`config.mk`:
```
export PLATFORM = sky130hd
export DESIGN_NAME = tile_video_timing_and_pixel_serializer
export DESIGN_NICKNAME = d
export VERILOG_FILES = /design/src/hw/rtl/tvtps_pkg.sv /design/src/hw/rtl/tvtps_timing.sv /design/src/hw/rtl/tvtps_serializer.sv /design/src/hw/rtl/tvtps_out_skid.sv /design/src/hw/rtl/tile_video_timing_and_pixel_serializer.sv
export VERILOG_INCLUDE_DIRS = /design/src /design/src/hw/rtl
export SDC_FILE = /design/constraint.sdc
export NUM_CORES = 1
export LEC_CHECK = 0
export CAP_MARGIN = 20
export CORE_MARGIN = 8
export CORE_UTILIZATION = 44
export CTS_CLUSTER_DIAMETER = 40
export DETAILED_ROUTE_END_ITERATION = 12
export DONT_BUFFER_PORTS = 1
export REMOVE_ABC_BUFFERS = 1
export SLEW_MARGIN = 10
export SYNTH_ARGS = -nofsm -noshare
export SYNTH_HDL_FRONTEND = slang
export SYNTH_SLANG_ARGS = --single-unit
export TNS_END_PERCENT = 10
```
`constraint.sdc`:
```
create_clock -name clock -period 3.75 [get_ports clock]
set_input_delay 0.1875 -clock clock [delete_from_list [all_inputs] [get_ports clock]]
set_output_delay 0.1875 -clock clock [all_outputs]
set_load 0.01 [all_outputs]
```
`src/hw/rtl/tile_video_timing_and_pixel_serializer_defines.svh`:
```
// assertion macros for the tile video timing and pixel serializer
`ifndef TILE_VIDEO_TIMING_AND_PIXEL_SERIALIZER_DEFINES_SVH
`define TILE_VIDEO_TIMING_AND_PIXEL_SERIALIZER_DEFINES_SVH

`ifndef SYNTHESIS

// same-cycle implication
`define TVTPS_ASSERT_IMP(lbl, clk, rst, ante, cons) \
   lbl: assert property (@(posedge clk) disable iff (rst) (ante) |-> (cons)) \
      else $error("assertion failed");

// next-cycle implication
`define TVTPS_ASSERT_NEXT(lbl, clk, rst, ante, cons) \
   lbl: assert property (@(posedge clk) disable iff (rst) (ante) |=> (cons)) \
      else $error("assertion failed");

`else

`define TVTPS_ASSERT_IMP(lbl, clk, rst, ante, cons)
`define TVTPS_ASSERT_NEXT(lbl, clk, rst, ante, cons)

`endif

`endif

```
`src/hw/rtl/tvtps_pkg.sv`:
```
// shared types, constants and the pixel pick function
package tvtps_pkg;

   localparam logic [8:0] H_WRAP  = 9'h1A0;
   localparam logic [8:0] H_START = 9'h020;
   localparam logic [8:0] V_START = 9'h0F8;

   localparam logic [2:0] PHASE_FIX   = 3'd1;
   localparam logic [2:0] PHASE_ALOAD = 3'd5;
   localparam logic [2:0] PHASE_SHIFT = 3'd7;
   localparam logic [2:0] SCROLL_HOLD = 3'd7;

   typedef struct packed {
      logic       reset_synced;
      logic       m6_rise;
      logic       colour_hold;
      logic [2:0] fix_select;
      logic [8:0] h;
      logic       clock_m12;
      logic       clock_m6;
      logic       hblank_early;
      logic       hblank_late;
      logic       vblank_n;
   } tim_type;

   typedef struct packed {
      logic [11:0] layer_a_pixel;
      logic [11:0] layer_b_pixel;
      logic [7:0]  fix_pixel;
      logic        fix_opaque;
   } ser_type;

   typedef struct packed {
      logic        clock_m12;
      logic        clock_m6;
      logic        hblank_early;
      logic        hblank_late;
      logic        vblank_n;
      logic [11:0] layer_a_pixel;
      logic [11:0] layer_b_pixel;
      logic [7:0]  fix_pixel;
      logic        fix_opaque;
   } rsp_type;

   function automatic logic [3:0] pick_pixel(input logic [31:0] word, input logic [2:0] sel);
      logic [3:0] r;
      r = '0;
      for (int p = 0; p < 4; p++) begin
         r[p] = word[{2'(p), sel}];
      end
      return r;
   endfunction

endpackage

```
`src/hw/rtl/tvtps_timing.sv`:
```
// reset sync, clock divider, raster counters and blank flags
module tvtps_timing (
   input  logic               clock,
   input  logic               reset,
   input  logic               accept,
   input  logic               mclk,
   input  logic               nres,
   output tvtps_pkg::tim_type tim
);
   import tvtps_pkg::*;

   logic       rs_ff, rs_in;
   logic [2:0] div_ff, div_in;
   logic [2:0] cp_ff, cp_in;
   logic [2:0] last_ff, last_in;
   logic [8:0] h_ff, h_in;
   logic [8:0] v_ff, v_in;
   logic       fixph_ff, fixph_in;
   logic       hbe_ff, hbe_in;
   logic       trig_ff, trig_in;
   logic       hbl_ff, hbl_in;
   logic       vbl_ff, vbl_in;
   logic       ptrig_ff, pv4_ff, ph1_ff;
   logic       rise, m6_rise, z99, row_last;
   logic [8:0] h_inc;
   logic [9:0] v_inc;

   always_comb begin
      rise = !last_ff[0] && mclk;
      if (!nres) begin
         rs_in = 1'b0;
      end else if (rise) begin
         rs_in = 1'b1;
      end else begin
         rs_in = rs_ff;
      end

      div_in = div_ff;
      cp_in  = cp_ff;
      if (!rs_in) begin
         div_in = '0;
         cp_in  = '1;
      end else if (rise) begin
         cp_in  = {div_ff[1], ~div_ff[1], ~div_ff[0]};
         div_in = div_ff + 3'd1;
      end
      m6_rise = !last_ff[2] && cp_in[1];

      h_inc = h_ff + 9'd1;
      v_inc = {1'b0, v_ff} + 10'd1;
      h_in  = h_ff;
      v_in  = v_ff;
      if (!rs_in) begin
         h_in = '0;
         v_in = '0;
      end else if (m6_rise) begin
         if (h_inc == H_WRAP) begin
            h_in = H_START;
            v_in = v_inc[9] ? V_START : v_inc[8:0];
         end else begin
            h_in = h_inc;
         end
      end

      fixph_in = fixph_ff;
      if (!rs_in) begin
         fixph_in = 1'b0;
      end else if (!ph1_ff && h_in[1]) begin
         fixph_in = h_in[2];
      end

      z99      = (h_in[4:1] == 4'hF);
      row_last = z99 && h_in[8] && h_in[7];
      hbe_in   = hbe_ff;
      trig_in  = trig_ff;
      hbl_in   = hbl_ff;
      vbl_in   = vbl_ff;
      if (!rs_in) begin
         hbe_in  = 1'b0;
         trig_in = 1'b0;
         hbl_in  = 1'b0;
         vbl_in  = 1'b0;
      end else begin
         if (m6_rise) begin
            hbe_in  = !row_last && (hbe_ff || (z99 && h_in[6]));
            trig_in = h_in[0] && h_in[3] && !(h_in[2] || h_in[1]);
         end
         if (!ptrig_ff && trig_in) begin
            hbl_in = hbe_in;
         end
         if (!pv4_ff && v_in[4]) begin
            vbl_in = v_in[7] && v_in[6] && v_in[5];
         end
      end

      last_in = {cp_in[1], cp_in[0], mclk};
   end

   always_ff @(posedge clock) begin
      if (reset) begin
         rs_ff    <= 1'b0;
         div_ff   <= '0;
         cp_ff    <= '1;
         last_ff  <= '0;
         h_ff     <= '0;
         v_ff     <= '0;
         fixph_ff <= 1'b0;
         hbe_ff   <= 1'b0;
         trig_ff  <= 1'b0;
         hbl_ff   <= 1'b0;
         vbl_ff   <= 1'b0;
         ptrig_ff <= 1'b0;
         pv4_ff   <= 1'b0;
         ph1_ff   <= 1'b0;
      end else if (accept) begin
         rs_ff    <= rs_in;
         div_ff   <= div_in;
         cp_ff    <= cp_in;
         last_ff  <= last_in;
         h_ff     <= h_in;
         v_ff     <= v_in;
         fixph_ff <= fixph_in;
         hbe_ff   <= hbe_in;
         trig_ff  <= trig_in;
         hbl_ff   <= hbl_in;
         vbl_ff   <= vbl_in;
         ptrig_ff <= trig_in;
         pv4_ff   <= v_in[4];
         ph1_ff   <= h_in[1];
      end
   end

   always_comb begin
      tim.reset_synced = rs_in;
      tim.m6_rise      = m6_rise;
      tim.colour_hold  = cp_in[2];
      tim.fix_select   = ~{fixph_in, ~h_in[1], h_in[0]};
      tim.h            = h_in;
      tim.clock_m12    = cp_in[0];
      tim.clock_m6     = cp_in[1];
      tim.hblank_early = hbe_in;
      tim.hblank_late  = hbl_in;
      tim.vblank_n     = ~vbl_in;
   end

endmodule

```
`src/hw/rtl/tvtps_serializer.sv`:
```
// rom delay stages, per-plane pixel pick and colour output registers
module tvtps_serializer (
   input  logic               clock,
   input  logic               reset,
   input  logic               accept,
   input  tvtps_pkg::tim_type tim,
   input  logic [2:0]         za,
   input  logic [2:0]         zb,
   input  logic [31:0]        rom,
   input  logic [7:0]         attr,
   output tvtps_pkg::ser_type ser
);
   import tvtps_pkg::*;

   logic [31:0] apat0_ff, apat0_in, apat1_ff, apat1_in, apat2_ff, apat2_in;
   logic [7:0]  aatt0_ff, aatt0_in, aatt1_ff, aatt1_in;
   logic [3:0]  aatt2_ff, aatt2_in;
   logic [31:0] bpat0_ff, bpat0_in, bpat1_ff, bpat1_in;
   logic [7:0]  batt0_ff, batt0_in;
   logic [3:0]  batt1_ff, batt1_in;
   logic [31:0] fpat_ff, fpat_in;
   logic [3:0]  fatt_ff, fatt_in;
   logic [4:0]  eh_ff, eh_in;
   logic [11:0] c0_ff, c0_in, c1_ff, c1_in;
   logic [7:0]  c2_ff, c2_in;
   logic        s_fix, s_aload, s_shift, s_a, s_b;
   logic [3:0]  fixc, lac, lbc;

   always_comb begin
      s_fix   = (tim.h[2:0] != PHASE_FIX);
      s_aload = (tim.h[2:0] != PHASE_ALOAD);
      s_shift = (tim.h[2:0] != PHASE_SHIFT);
      s_a     = (za != SCROLL_HOLD);
      s_b     = (zb != SCROLL_HOLD);

      apat0_in = apat0_ff;
      apat1_in = apat1_ff;
      apat2_in = apat2_ff;
      aatt0_in = aatt0_ff;
      aatt1_in = aatt1_ff;
      aatt2_in = aatt2_ff;
      bpat0_in = bpat0_ff;
      bpat1_in = bpat1_ff;
      batt0_in = batt0_ff;
      batt1_in = batt1_ff;
      fpat_in  = fpat_ff;
      fatt_in  = fatt_ff;
      eh_in    = eh_ff;
      c0_in    = c0_ff;
      c1_in    = c1_ff;
      c2_in    = c2_ff;

      if (tim.m6_rise) begin
         if (!eh_ff[1] && s_aload) begin
            aatt0_in = attr;
            apat0_in = rom;
         end
         if (!eh_ff[2] && s_shift) begin
            apat1_in = apat0_in;
            aatt1_in = aatt0_in;
            batt0_in = attr;
            bpat0_in = rom;
         end
         if (!eh_ff[3] && s_a) begin
            c0_in[11:8] = aatt1_in[3:0];
            aatt2_in    = aatt1_in[7:4];
            apat2_in    = apat1_in;
         end
         if (!eh_ff[4] && s_b) begin
            c1_in[11:8] = batt0_in[3:0];
            batt1_in    = batt0_in[7:4];
            bpat1_in    = bpat0_in;
         end
         if (!eh_ff[0] && s_fix) begin
            fatt_in = attr[7:4];
            fpat_in = rom;
         end
         eh_in = {s_b, s_a, s_shift, s_aload, s_fix};
      end

      fixc = pick_pixel(fpat_in, tim.fix_select);
      lac  = pick_pixel(apat2_in, ~za);
      lbc  = pick_pixel(bpat1_in, ~zb);
      if (!tim.colour_hold) begin
         c1_in[7:0] = {batt1_in, lbc};
         c0_in[7:0] = {aatt2_in, lac};
         c2_in      = {fatt_in, fixc};
      end
   end

   always_ff @(posedge clock) begin
      if (reset) begin
         apat0_ff <= '0;
         apat1_ff <= '0;
         apat2_ff <= '0;
         aatt0_ff <= '0;
         aatt1_ff <= '0;
         aatt2_ff <= '0;
         bpat0_ff <= '0;
         bpat1_ff <= '0;
         batt0_ff <= '0;
         batt1_ff <= '0;
         fpat_ff  <= '0;
         fatt_ff  <= '0;
         eh_ff    <= '0;
         c0_ff    <= '0;
         c1_ff    <= '0;
         c2_ff    <= '0;
      end else if (accept) begin
         apat0_ff <= apat0_in;
         apat1_ff <= apat1_in;
         apat2_ff <= apat2_in;
         aatt0_ff <= aatt0_in;
         aatt1_ff <= aatt1_in;
         aatt2_ff <= aatt2_in;
         bpat0_ff <= bpat0_in;
         bpat1_ff <= bpat1_in;
         batt0_ff <= batt0_in;
         batt1_ff <= batt1_in;
         fpat_ff  <= fpat_in;
         fatt_ff  <= fatt_in;
         eh_ff    <= eh_in;
         c0_ff    <= c0_in;
         c1_ff    <= c1_in;
         c2_ff    <= c2_in;
      end
   end

   always_comb begin
      ser.layer_a_pixel = c0_in;
      ser.layer_b_pixel = c1_in;
      ser.fix_pixel     = c2_in;
      ser.fix_opaque    = (fixc != 4'h0);
   end

endmodule

```
`src/hw/rtl/tvtps_out_skid.sv`:
```
// result register with one skid entry
module tvtps_out_skid (
   input  logic               clock,
   input  logic               reset,
   input  logic               push,
   input  tvtps_pkg::rsp_type push_data,
   input  logic               rsp_stall,
   output logic               rsp_valid,
   output tvtps_pkg::rsp_type rsp_data,
   output logic               full
);
   import tvtps_pkg::*;

   logic    out_valid_ff, skid_valid_ff;
   rsp_type out_ff, skid_ff;
   logic    take;

   assign take      = out_valid_ff && !rsp_stall;
   assign rsp_valid = out_valid_ff;
   assign rsp_data  = out_ff;
   assign full      = skid_valid_ff;

   always_ff @(posedge clock) begin
      if (reset) begin
         out_valid_ff  <= 1'b0;
         skid_valid_ff <= 1'b0;
      end else if (take || !out_valid_ff) begin
         if (skid_valid_ff) begin
            out_valid_ff  <= 1'b1;
            skid_valid_ff <= 1'b0;
         end else begin
            out_valid_ff <= push;
         end
      end else if (push) begin
         skid_valid_ff <= 1'b1;
      end
   end

   always_ff @(posedge clock) begin
      if (take || !out_valid_ff) begin
         out_ff <= skid_valid_ff ? skid_ff : push_data;
      end else if (push) begin
         skid_ff <= push_data;
      end
   end

endmodule

```
`src/hw/rtl/tile_video_timing_and_pixel_serializer.sv`:
```
// top level: tile video timing generator and pixel serializer
// a result is held in the output register, or in the skid entry while the output waits
// throughput: one item per cycle while req_stall is low, set by the single pass from state to result register
// a two-entry result buffer lets one transfer in while a result waits
// synchronous reset returns the control state to its cleared values; result and skid data are not reset
module tile_video_timing_and_pixel_serializer (
   input  logic        clock,
   input  logic        reset,
   input  logic        req_valid,
   output logic        req_stall,
   input  logic        req_master_clock_level,
   input  logic        req_reset_n,
   input  logic [2:0]  req_layer_a_fine_scroll,
   input  logic [2:0]  req_layer_b_fine_scroll,
   input  logic [31:0] req_rom_pixels,
   input  logic [7:0]  req_rom_attribute,
   output logic        rsp_valid,
   input  logic        rsp_stall,
   output logic        rsp_clock_m12,
   output logic        rsp_clock_m6,
   output logic        rsp_hblank_early,
   output logic        rsp_hblank_late,
   output logic        rsp_vblank_n,
   output logic [11:0] rsp_layer_a_pixel,
   output logic [11:0] rsp_layer_b_pixel,
   output logic [7:0]  rsp_fix_pixel,
   output logic        rsp_fix_opaque
);
   import tvtps_pkg::*;

`include "tile_video_timing_and_pixel_serializer_defines.svh"

   logic    req_transfer;
   tim_type tim;
   ser_type ser;
   rsp_type result, rsp_data;

   assign req_transfer = req_valid && !req_stall;

   tvtps_timing u_timing (
      .clock  (clock),
      .reset  (reset),
      .accept (req_transfer),
      .mclk   (req_master_clock_level),
      .nres   (req_reset_n),
      .tim    (tim)
   );

   tvtps_serializer u_serializer (
      .clock  (clock),
      .reset  (reset),
      .accept (req_transfer),
      .tim    (tim),
      .za     (req_layer_a_fine_scroll),
      .zb     (req_layer_b_fine_scroll),
      .rom    (req_rom_pixels),
      .attr   (req_rom_attribute),
      .ser    (ser)
   );

   always_comb begin
      result.clock_m12     = tim.clock_m12;
      result.clock_m6      = tim.clock_m6;
      result.hblank_early  = tim.hblank_early;
      result.hblank_late   = tim.hblank_late;
      result.vblank_n      = tim.vblank_n;
      result.layer_a_pixel = ser.layer_a_pixel;
      result.layer_b_pixel = ser.layer_b_pixel;
      result.fix_pixel     = ser.fix_pixel;
      result.fix_opaque    = ser.fix_opaque;
   end

   tvtps_out_skid u_out (
      .clock     (clock),
      .reset     (reset),
      .push      (req_transfer),
      .push_data (result),
      .rsp_stall (rsp_stall),
      .rsp_valid (rsp_valid),
      .rsp_data  (rsp_data),
      .full      (req_stall)
   );

   assign rsp_clock_m12     = rsp_data.clock_m12;
   assign rsp_clock_m6      = rsp_data.clock_m6;
   assign rsp_hblank_early  = rsp_data.hblank_early;
   assign rsp_hblank_late   = rsp_data.hblank_late;
   assign rsp_vblank_n      = rsp_data.vblank_n;
   assign rsp_layer_a_pixel = rsp_data.layer_a_pixel;
   assign rsp_layer_b_pixel = rsp_data.layer_b_pixel;
   assign rsp_fix_pixel     = rsp_data.fix_pixel;
   assign rsp_fix_opaque    = rsp_data.fix_opaque;

   // buffer full means a result is waiting at the port
   `TVTPS_ASSERT_IMP(a_stall_has_result, clock, reset, req_stall, rsp_valid)
   // every transfer leaves a result to show
   `TVTPS_ASSERT_NEXT(a_transfer_gives_result, clock, reset, req_transfer, rsp_valid)
   // horizontal counter wraps before the line end value
   `TVTPS_ASSERT_IMP(a_h_in_range, clock, reset, tim.reset_synced, tim.h != H_WRAP)

endmodule
```
Yosys cells after proc, flatten, opt, wreduce, memory -nomap -nowiden. Cells that the tools add are included.

Register bits: 378. Input port bits: 52. Output and inout port bits: 40. Word-level logic and storage cells: 205.

Add/subtract/negate cells: 3. $lt $le $gt $ge: 12. Equality and inequality tests: 10. Muxes and demuxes: 76. Bitwise operators: 8. Reductions and logical operators: 45.

Operator list (number): two-way mux 32 bit (9); two-way mux 9 bit (7); two-way mux 8 bit (7); two-way mux 4 bit (10); two-way mux 38 bit (1); binary-select mux 1 bit (select 3 bit) (12); < comparator 5 x 6 -> 1 bit, second input constant (6); two-way mux 1 bit (26); logical AND 1 bit (20); < comparator 3 x 6 -> 1 bit, second input constant (3); < comparator 4 x 6 -> 1 bit, second input constant (3); zero test 1 bit (15); two-way mux 3 bit (4); inequality test 3 bit, second input constant (4); adder 9 x 1 -> 10 bit, second input constant (1); adder 9 x 1 -> 9 bit, second input constant (1); == test 9 bit, second input constant (1); inverter 3 bit (3); AND reduction 2 bit (4); inequality test 2 bit, second input constant (3); inverter 1 bit (5); == test 4 bit, second input constant (1); nonzero test 4 bit (1); adder 3 x 1 -> 3 bit, second input constant (1); other kinds (4) (6).

Longest topological paths before layout. Gate-level depths: netlist (run 1).

Depth after elaboration: 18. Mapped depth: 14. Mapped depth without buffers: 11.

Modules after synthesis. Synthesis (run 1) repeated with hierarchy kept, for this count alone.

Cells, all modules: 1978. Area total of the unflattened synthesis: 17503.0 um^2.

Modules (own cells, without submodules): tvtps_serializer (instances 1, cells each 1567, area each 12552.0 um^2, seq. area each 5305.1 um^2); tvtps_out_skid (instances 1, cells each 125, area each 2840.2 um^2, seq. area each 2322.2 um^2); tvtps_timing (instances 1, cells each 285, area each 2097.0 um^2, seq. area each 620.6 um^2); tile_video_timing_and_pixel_serializer (instances 1, cells each 1, area each 13.8 um^2, seq. area each 0.0 um^2).

Worst setup path before layout (run 1). OpenSTA, ideal clock, no wires.

Path kind: register -> register. From: reg u_timing.cp_ff[1]. To: reg u_out.out_ff, in the netlist u_out.rsp_data[0] (data pin). Setup time: 0.260 ns. Data arrival time: 3.511 ns. Data required time: 3.490 ns. Setup slack: -0.021 ns. Stages on the path, launching flop included: 12. Cell sequence: dfxtp_1 -> and2b_1 -> a2111oi_0 -> mux2i_1 -> o211a_1 -> nor3_4 -> buf_4 -> mux2i_1 -> o221ai_1 -> o22a_1 -> or4_1 -> mux2_2.

RTL lines: from (decl) (line tvtps_timing.sv:14) `logic [2:0] cp_ff, cp_in;`; from (signal assigned) (line tvtps_timing.sv:118) `cp_ff <= cp_in;`; to (signal assigned) (line tvtps_out_skid.sv:41) `out_ff <= skid_valid_ff ? skid_ff : push_data;`; to (decl) (line tvtps_out_skid.sv:15) `rsp_type out_ff, skid_ff;`.

==> flow_summary.toml, run 1 <==
[yosys]
ys_seq_area_share_pct = 46.66
synth.avg_cell_area_sq_um = 8.322
synth_area_leaders = "dfxtp_1, edfxtp_1, nand2_1, a21oi_1, nor2_1"
synth-seq-cells = 374
yosysUniqueCellTypes = 77
yosysMostFrequentCell = "nand2_1"
syn_area_sq_um = 17680
syn_inst = 2124
ys.flop_type = "dfxtp_1"
synth_area_leader_cell = "dfxtp_1"
netlist.area_leader.share_pct = 33.75
synth_edf_count = 76
synthTopCellsByCount = "nand2_1, dfxtp_1, a21oi_1"
yosysWarnings = 0
synthArstFlopShare_pct = 0

[sta]
finalHoldViolCount = 2
fin_crit_sh_pct = 98.11
fin_hold_ws_ps = -14.04
rsz0062_at_grt = "true"
skew_ps = 33.58
fmax_mhz = 271.8
setup_tns_ps = 0
drv_slew = 0
worst_pin_slew_ps = 1106
setup_violations = 0
maxSlewHeadroom_pct = 26.29
period_needed_ps = 3679

[grt]
antenna_found_initial = 2
grtUsageTotal_pct = 26.48
grt_overflow = 0
grt_max_degree = 216
grt_pass1_vias = 16500
grt_pass1_wl_mm = 98.27

[finish]
drive_above_1_share_pct = 15.26
final-seq-area_sq_um = 8249
multiInputGateArea_sq_um = 9010
area_growth_pct = 27.69
fin_nets = 2345
final_cells = 2867
final_cell_area_sq_um = 22570
fillers = 3639

[min_path]
hold_class = "input pin to flop"

[route]
drc = 0
drtIter0Drc = 1677
drtPass1Iterations = 7
avgViaCountPerCell = 5.934
drt_wl_total_mm = 63.93
wl_per_cell_um = 22.30
vias = 17010
ant_nets = 0

[cts]
cts.sinks = 374
htreeDepth = 2
numCtsBuffers = 59
max-clock-path-buffers = 3
root_buffer = "clkbuf_16"
clock_latency_ps = 620
cts_tree = "yes"
path_clk_slew_ps = 50

[pwr]
sequentialPowerShare_pct = 39.2
pwr-share-comb_pct = 13.8
powerDensity_nw_per_um2 = 515.3
power_frac_clock_pct = 47.0
finalPower_w = 0.01163
ir_drop_mv = 0.4788
power.switching_w = 0.003224
p_int_w = 0.008407
swShare_pct = 27.72
leakage_nw = 8.545

[place]
dp.cells = 2613
place_area_sq_um = 18920
gp_congestion = 0.8931
io_buffers = 0
hpwl_mm = 38.83

[flow_run]
maxCapViolCount = 0

[die]
core-area_sq_um = 39730
boundaryPins = 92
start_util_pct = 44.49
dieHeight_um = 216.4
fp-row-count = 73
design.die.area_sq_um = 46840
die_width_um = 216.4

[setup_path]
worstSetupEndpointType = "flop"
critPathArrivalTime_ps = 4050
critPathKind = "flop to flop"
required_ps = 4120
critPathMaxFanout = 7
crit_path_start_kind = "flop"

[status]
status = "complete, but fails checks"
violations = "hold timing"
registers in the layout, indices dropped and copies added, names as in the netlist, 12 cells and up:
signal                 cells
u_out.rsp_data            38
u_serializer.bpat0_ff     32
u_serializer.apat1_ff     32
u_serializer.c1_ff        12
u_serializer.apat2_ff     32
u_serializer.c0_ff        12
u_out.skid_ff             38
u_serializer.apat0_ff     32
u_serializer.bpat1_ff     32
u_serializer.fpat_ff      32
metal layers:
metal	wire length (um)	vias up	global-route usage, %	share of wire [%]
li1	-	7958	-	-
met1	26630	8149	33.88	42
met2	29590	735	43.08	46
met3	4962	172	5.223	7.8
met4	2750	0	11.50	4.3
met5	0	-	0	0
power by group through the flow:
stage | registers [W] | logic [W] | clock network [W]
finish | 0.00456 | 0.00160 | 0.00547
global route | 0.00458 | 0.00174 | 0.00570
CTS | 0.00455 | 0.00156 | 0.00554
detailed placement | 0.00464 | 0.00133 | 0
global placement | 0.00463 | 0.00130 | 0
floorplan | 0.00459 | 0.000854 | 0
path summary, 6_finish.rpt:
| check | startpoint | to | slack (ps) | cells after the start |
|---|---|---|---|---|
| worst max-delay path | u_timing.h_ff[5]$_SDFFE_PP0P_ | u_out.rsp_data[0]$_DFFE_PP_ | 70 | 13 |
| worst min-delay path | req_rom_attribute[4] | u_serializer.aatt2_ff[0]$_SDFFE_PP0P_ | -10 | 4 |
| worst max register to register | u_timing.h_ff[5]$_SDFFE_PP0P_ | u_out.rsp_data[0]$_DFFE_PP_ | 70 | 13 |
| worst min register to register | u_serializer.apat2_ff[9]$_SDFFE_PP0P_ | u_serializer.apat2_ff[9]$_SDFFE_PP0P_ | 450 | 2 |
metrics by stage:
stage               util [%]  worst slack, ps
floorplan                  -            -3241
global placement       47.62           -151.2
detailed placement     47.62           -165.1
CTS                    56.17            29.27
global route           56.80           -148.4
finish                 56.81            70.75
critical path, stage by stage (launching register included):
cell      delay, ps
dfxtp_1         320
or3b_2          460
o22ai_2         230
buf_4           150
o311a_1         220
buf_4           170
a21boi_1         60
buf_4           160
nor2_1          310
buf_4           230
a311oi_1        120
o22a_1          220
or4_1           540
mux2_2          280
cells by family after synthesis:
| logic type | share of synthesized area, % |
|---|---|
| AND/OR/NAND/NOR | 20.28 |
| adder cells (fa/ha/maj) | 0.1415 |
| AO/OA/AOI/OAI | 21.35 |
| flip-flops | 46.66 |
| buffers and inverters | 3.907 |
| multiplexers | 7.361 |
| XOR/XNOR | 0.2973 |
repair_timing:
action,in CTS,in global routing
setup buffers,3,5
gates resized for setup,1,44
setup endpoints to repair,5,114
hold buffers,134,0
pin swaps,1,2
endpoints found under the hold margin,323,0
cell usage in the layout, fill, tap and decap left out, types with 13 or more instances in the layout:
| master | count |
|---|---|
| mux2_2 | 56 |
| edfxtp_1 | 76 |
| nor2_1 | 169 |
| buf_4 | 113 |
| clkbuf_16 | 61 |
| o21ai_0 | 58 |
| o211ai_1 | 23 |
| mux2i_1 | 52 |
| nor4_1 | 13 |
| inv_1 | 13 |
| a311oi_1 | 29 |
| dlygate4sd3_1 | 133 |
| a211oi_1 | 52 |
| nor3_1 | 17 |
| nand2_1 | 526 |
| a21oi_1 | 248 |
| o22ai_1 | 13 |
| buf_12 | 17 |
| dfxtp_1 | 297 |
| nand3_1 | 37 |
| a31oi_1 | 32 |
layout make-up:
cell class | instances | area share, %
flip-flops and latches | 374 | 36.55
inverters | 13 | 0.2162
diodes | 2 | 0.02217
clock buffers | 72 | 7.123
well taps | 525 | 2.910
multi-input cells | 1574 | 39.92
clock inverters | 38 | 1.729
repair buffers | 269 | 11.54
(Power assumes the default switching activity.)
==> run 2: changes to the inputs <==
--- a/config.mk
+++ b/config.mk
@@ -8,7 +8,7 @@
 export LEC_CHECK = 0
 export CAP_MARGIN = 20
 export CORE_MARGIN = 8
-export CORE_UTILIZATION = 44
+export CORE_UTILIZATION = 40
 export CTS_CLUSTER_DIAMETER = 40
 export DETAILED_ROUTE_END_ITERATION = 12
 export DONT_BUFFER_PORTS = 1
==> run 2 against run 1 <==
  * The run now ends clean
  * Critical endpoint is now u_out.rsp_data[10]$_DFFE_PP_
  * Wire length is essentially flat
  * Utilization is 5.7 points lower
  * Final cell count is 1.8% higher
  * Count of clock-buffer cells in the layout down 7
==> flow_summary.toml, run 2 (synthesis gave the netlist of run 1 again) <==
[sta]
maxSlewHeadroom_pct = 26.06
rsz0062_at_grt = "true"
period_needed_ps = 3682
skew_ps = 19.19
fin_hold_ws_ps = 33.31
setup_violations = 0
fmax_mhz = 271.6
fin_crit_sh_pct = 98.18
finalHoldViolCount = 0
fin_ws_ps = 68.37
setup_tns_ps = 0
drv_slew = 0
worst_pin_slew_ps = 1109

[die]
core-area_sq_um = 43930
start_util_pct = 40.24
boundaryPins = 92
dieHeight_um = 226.2
die_width_um = 226.2
design.die.area_sq_um = 51180
fp-row-count = 77

[setup_path]
slowest_delay_ps = 400
critPathMaxFanout = 11
worstSetupEndpointType = "flop"
critPathKind = "flop to flop"
reg2reg_depth = 14
critPathArrivalTime_ps = 4030
critPathSlowestCell = "mux2_2"
crit_chain = "nand2b_1 -> buf_4 -> buf_12 -> a311oi_4 -> buf_4 -> nor2_1 -> nand2_2 -> a211oi_4 -> buf_12 -> nor2_4 -> mux2_2 -> o211ai_1 -> o41ai_2 -> mux2_2"
crit_path_start_kind = "flop"
required_ps = 4100

[min_path]
whs_path_depth = 4
hold_class = "input pin to flop"

[finish]
area_growth_pct = 27.05
final_common_cell = "nand2_1"
fin_nets = 2333
layout_common_cells = "nand2_1, dfxtp_1, a21oi_1, nor2_1, dlygate4sd3_1"
fillers = 4166
final_cell_area_sq_um = 22460
drive_above_1_share_pct = 14.75
utilization_pct = 51.12

[pwr]
power.switching_w = 0.003138
powerDensity_nw_per_um2 = 508.6
power_frac_clock_pct = 46.2
sequentialPowerShare_pct = 39.9
leakage_nw = 8.503
ir_drop_mv = 0.3232
pwr-share-comb_pct = 13.9
p_int_w = 0.008285
swShare_pct = 27.47

[cts]
numCtsBuffers = 54
cts_tree = "yes"
htreeDepth = 2
root_buffer = "clkbuf_16"
path_clk_slew_ps = 50
clock_latency_ps = 610
max-clock-path-buffers = 3
cts.sinks = 374

[grt]
grt_pass1_vias = 16440
antenna_found_initial = 2
grt_overflow = 0
grt_pass1_wl_mm = 97.19
grt_max_degree = 215
grtUsageTotal_pct = 24.22

[route]
drt_wl_total_mm = 63.90
wl_per_cell_um = 21.90
vias = 17080
drc = 0
drtIter0Drc = 1770
ant_nets = 0
drtPass1Iterations = 6
avgViaCountPerCell = 5.852

[place]
gp_congestion = 0.8849
pre_cts_ws_ps = -303.9
hpwl_mm = 38.35
io_buffers = 0
place_area_sq_um = 18910

[status]
status = "finished clean"

[flow_run]
maxCapViolCount = 0
## run 2: cell count changes in the layout (fill, tap and decap cells not counted), moves of 3 or more
| cell | before | now |
|---|---|---|
| buf_6 | 5 | 0 |
| clkbuf_8 | 4 | 0 |
| clkinv_2 | 5 | 11 |
| clkinvlp_4 | 11 | 5 |
| mux2i_1 | 52 | 58 |
| mux2i_2 | 4 | 0 |
| nor4_1 | 13 | 10 |
| nor4_2 | 0 | 3 |
| o21ai_0 | 58 | 62 |
## run 2: path summary, 6_finish.rpt
path                                               start  slack (ps)                                endpoint
hold reg to reg   u_serializer.apat2_ff[19]$_SDFFE_PP0P_         450  u_serializer.apat2_ff[19]$_SDFFE_PP0P_
setup reg to reg        u_timing.last_ff[0]$_SDFFE_PP0P_          70            u_out.rsp_data[10]$_DFFE_PP_
setup / recovery        u_timing.last_ff[0]$_SDFFE_PP0P_          70            u_out.rsp_data[10]$_DFFE_PP_
hold / removal                      req_rom_attribute[5]          30   u_serializer.aatt2_ff[1]$_SDFFE_PP0P_
## run 2: repair_timing
item	in CTS	in global routing
cloned	0	1
pin swaps	1	13
endpoints found under the hold margin	309	1
buffers inserted	2	7
setup endpoints to repair	11	92
gates resized for setup	5	37
hold buffers	132	1
## run 2: final cells by class
cell class / count / area [sq um] / area share (%)
Multi-Input combinational cell: 1574 / 9002 / 40.09
Sequential cell: 374 / 8249 / 36.73
Timing Repair Buffer: 262 / 2530 / 11.27
Clock buffer: 65 / 1478 / 6.580
Tap cell: 592 / 740.7 / 3.298
Clock inverter: 37 / 406.6 / 1.811
Inverter: 13 / 48.80 / 0.2173
Antenna cell: 1 / 2.502 / 0.01114
## run 2: worst max-delay path, delay by kind of cell, from the launching register on
family,cells,cell delay (ps)
AND/OR/NAND/NOR,4,730
flip-flops,1,340
multiplexers,2,680
buffers and inverters,4,700
AO/OA/AOI/OAI,4,960
## run 2: routing by layer
layer  vias to the layer above  part of all wire [%]  global-route usage [%]
met4                         0                   3.6                   8.831
met1                      8226                    42                   31.05
met3                       156                   8.7                   5.973
li1                       7924                     -                       -
met2                       771                    46                   39.19
met5                         -                     0                       0
## run 2: stage by stage
stage | total power [W] | std cells
CTS | 0.01141 | 2908
global route | 0.01182 | 2917
detailed placement | 0.005938 | 2672
global placement | 0.005904 | 2672
finish | 0.01142 | 2918
floorplan | 0.005448 | 1961
## run 2: power by group through the flow
stage | Clock [W] | Combinational [W] | Sequential (W)
CTS | 0.00533 | 0.00153 | 0.00455
floorplan | 0 | 0.000854 | 0.00459
global route | 0.00551 | 0.00172 | 0.00458
global placement | 0 | 0.00128 | 0.00463
finish | 0.00528 | 0.00159 | 0.00455
detailed placement | 0 | 0.00130 | 0.00464
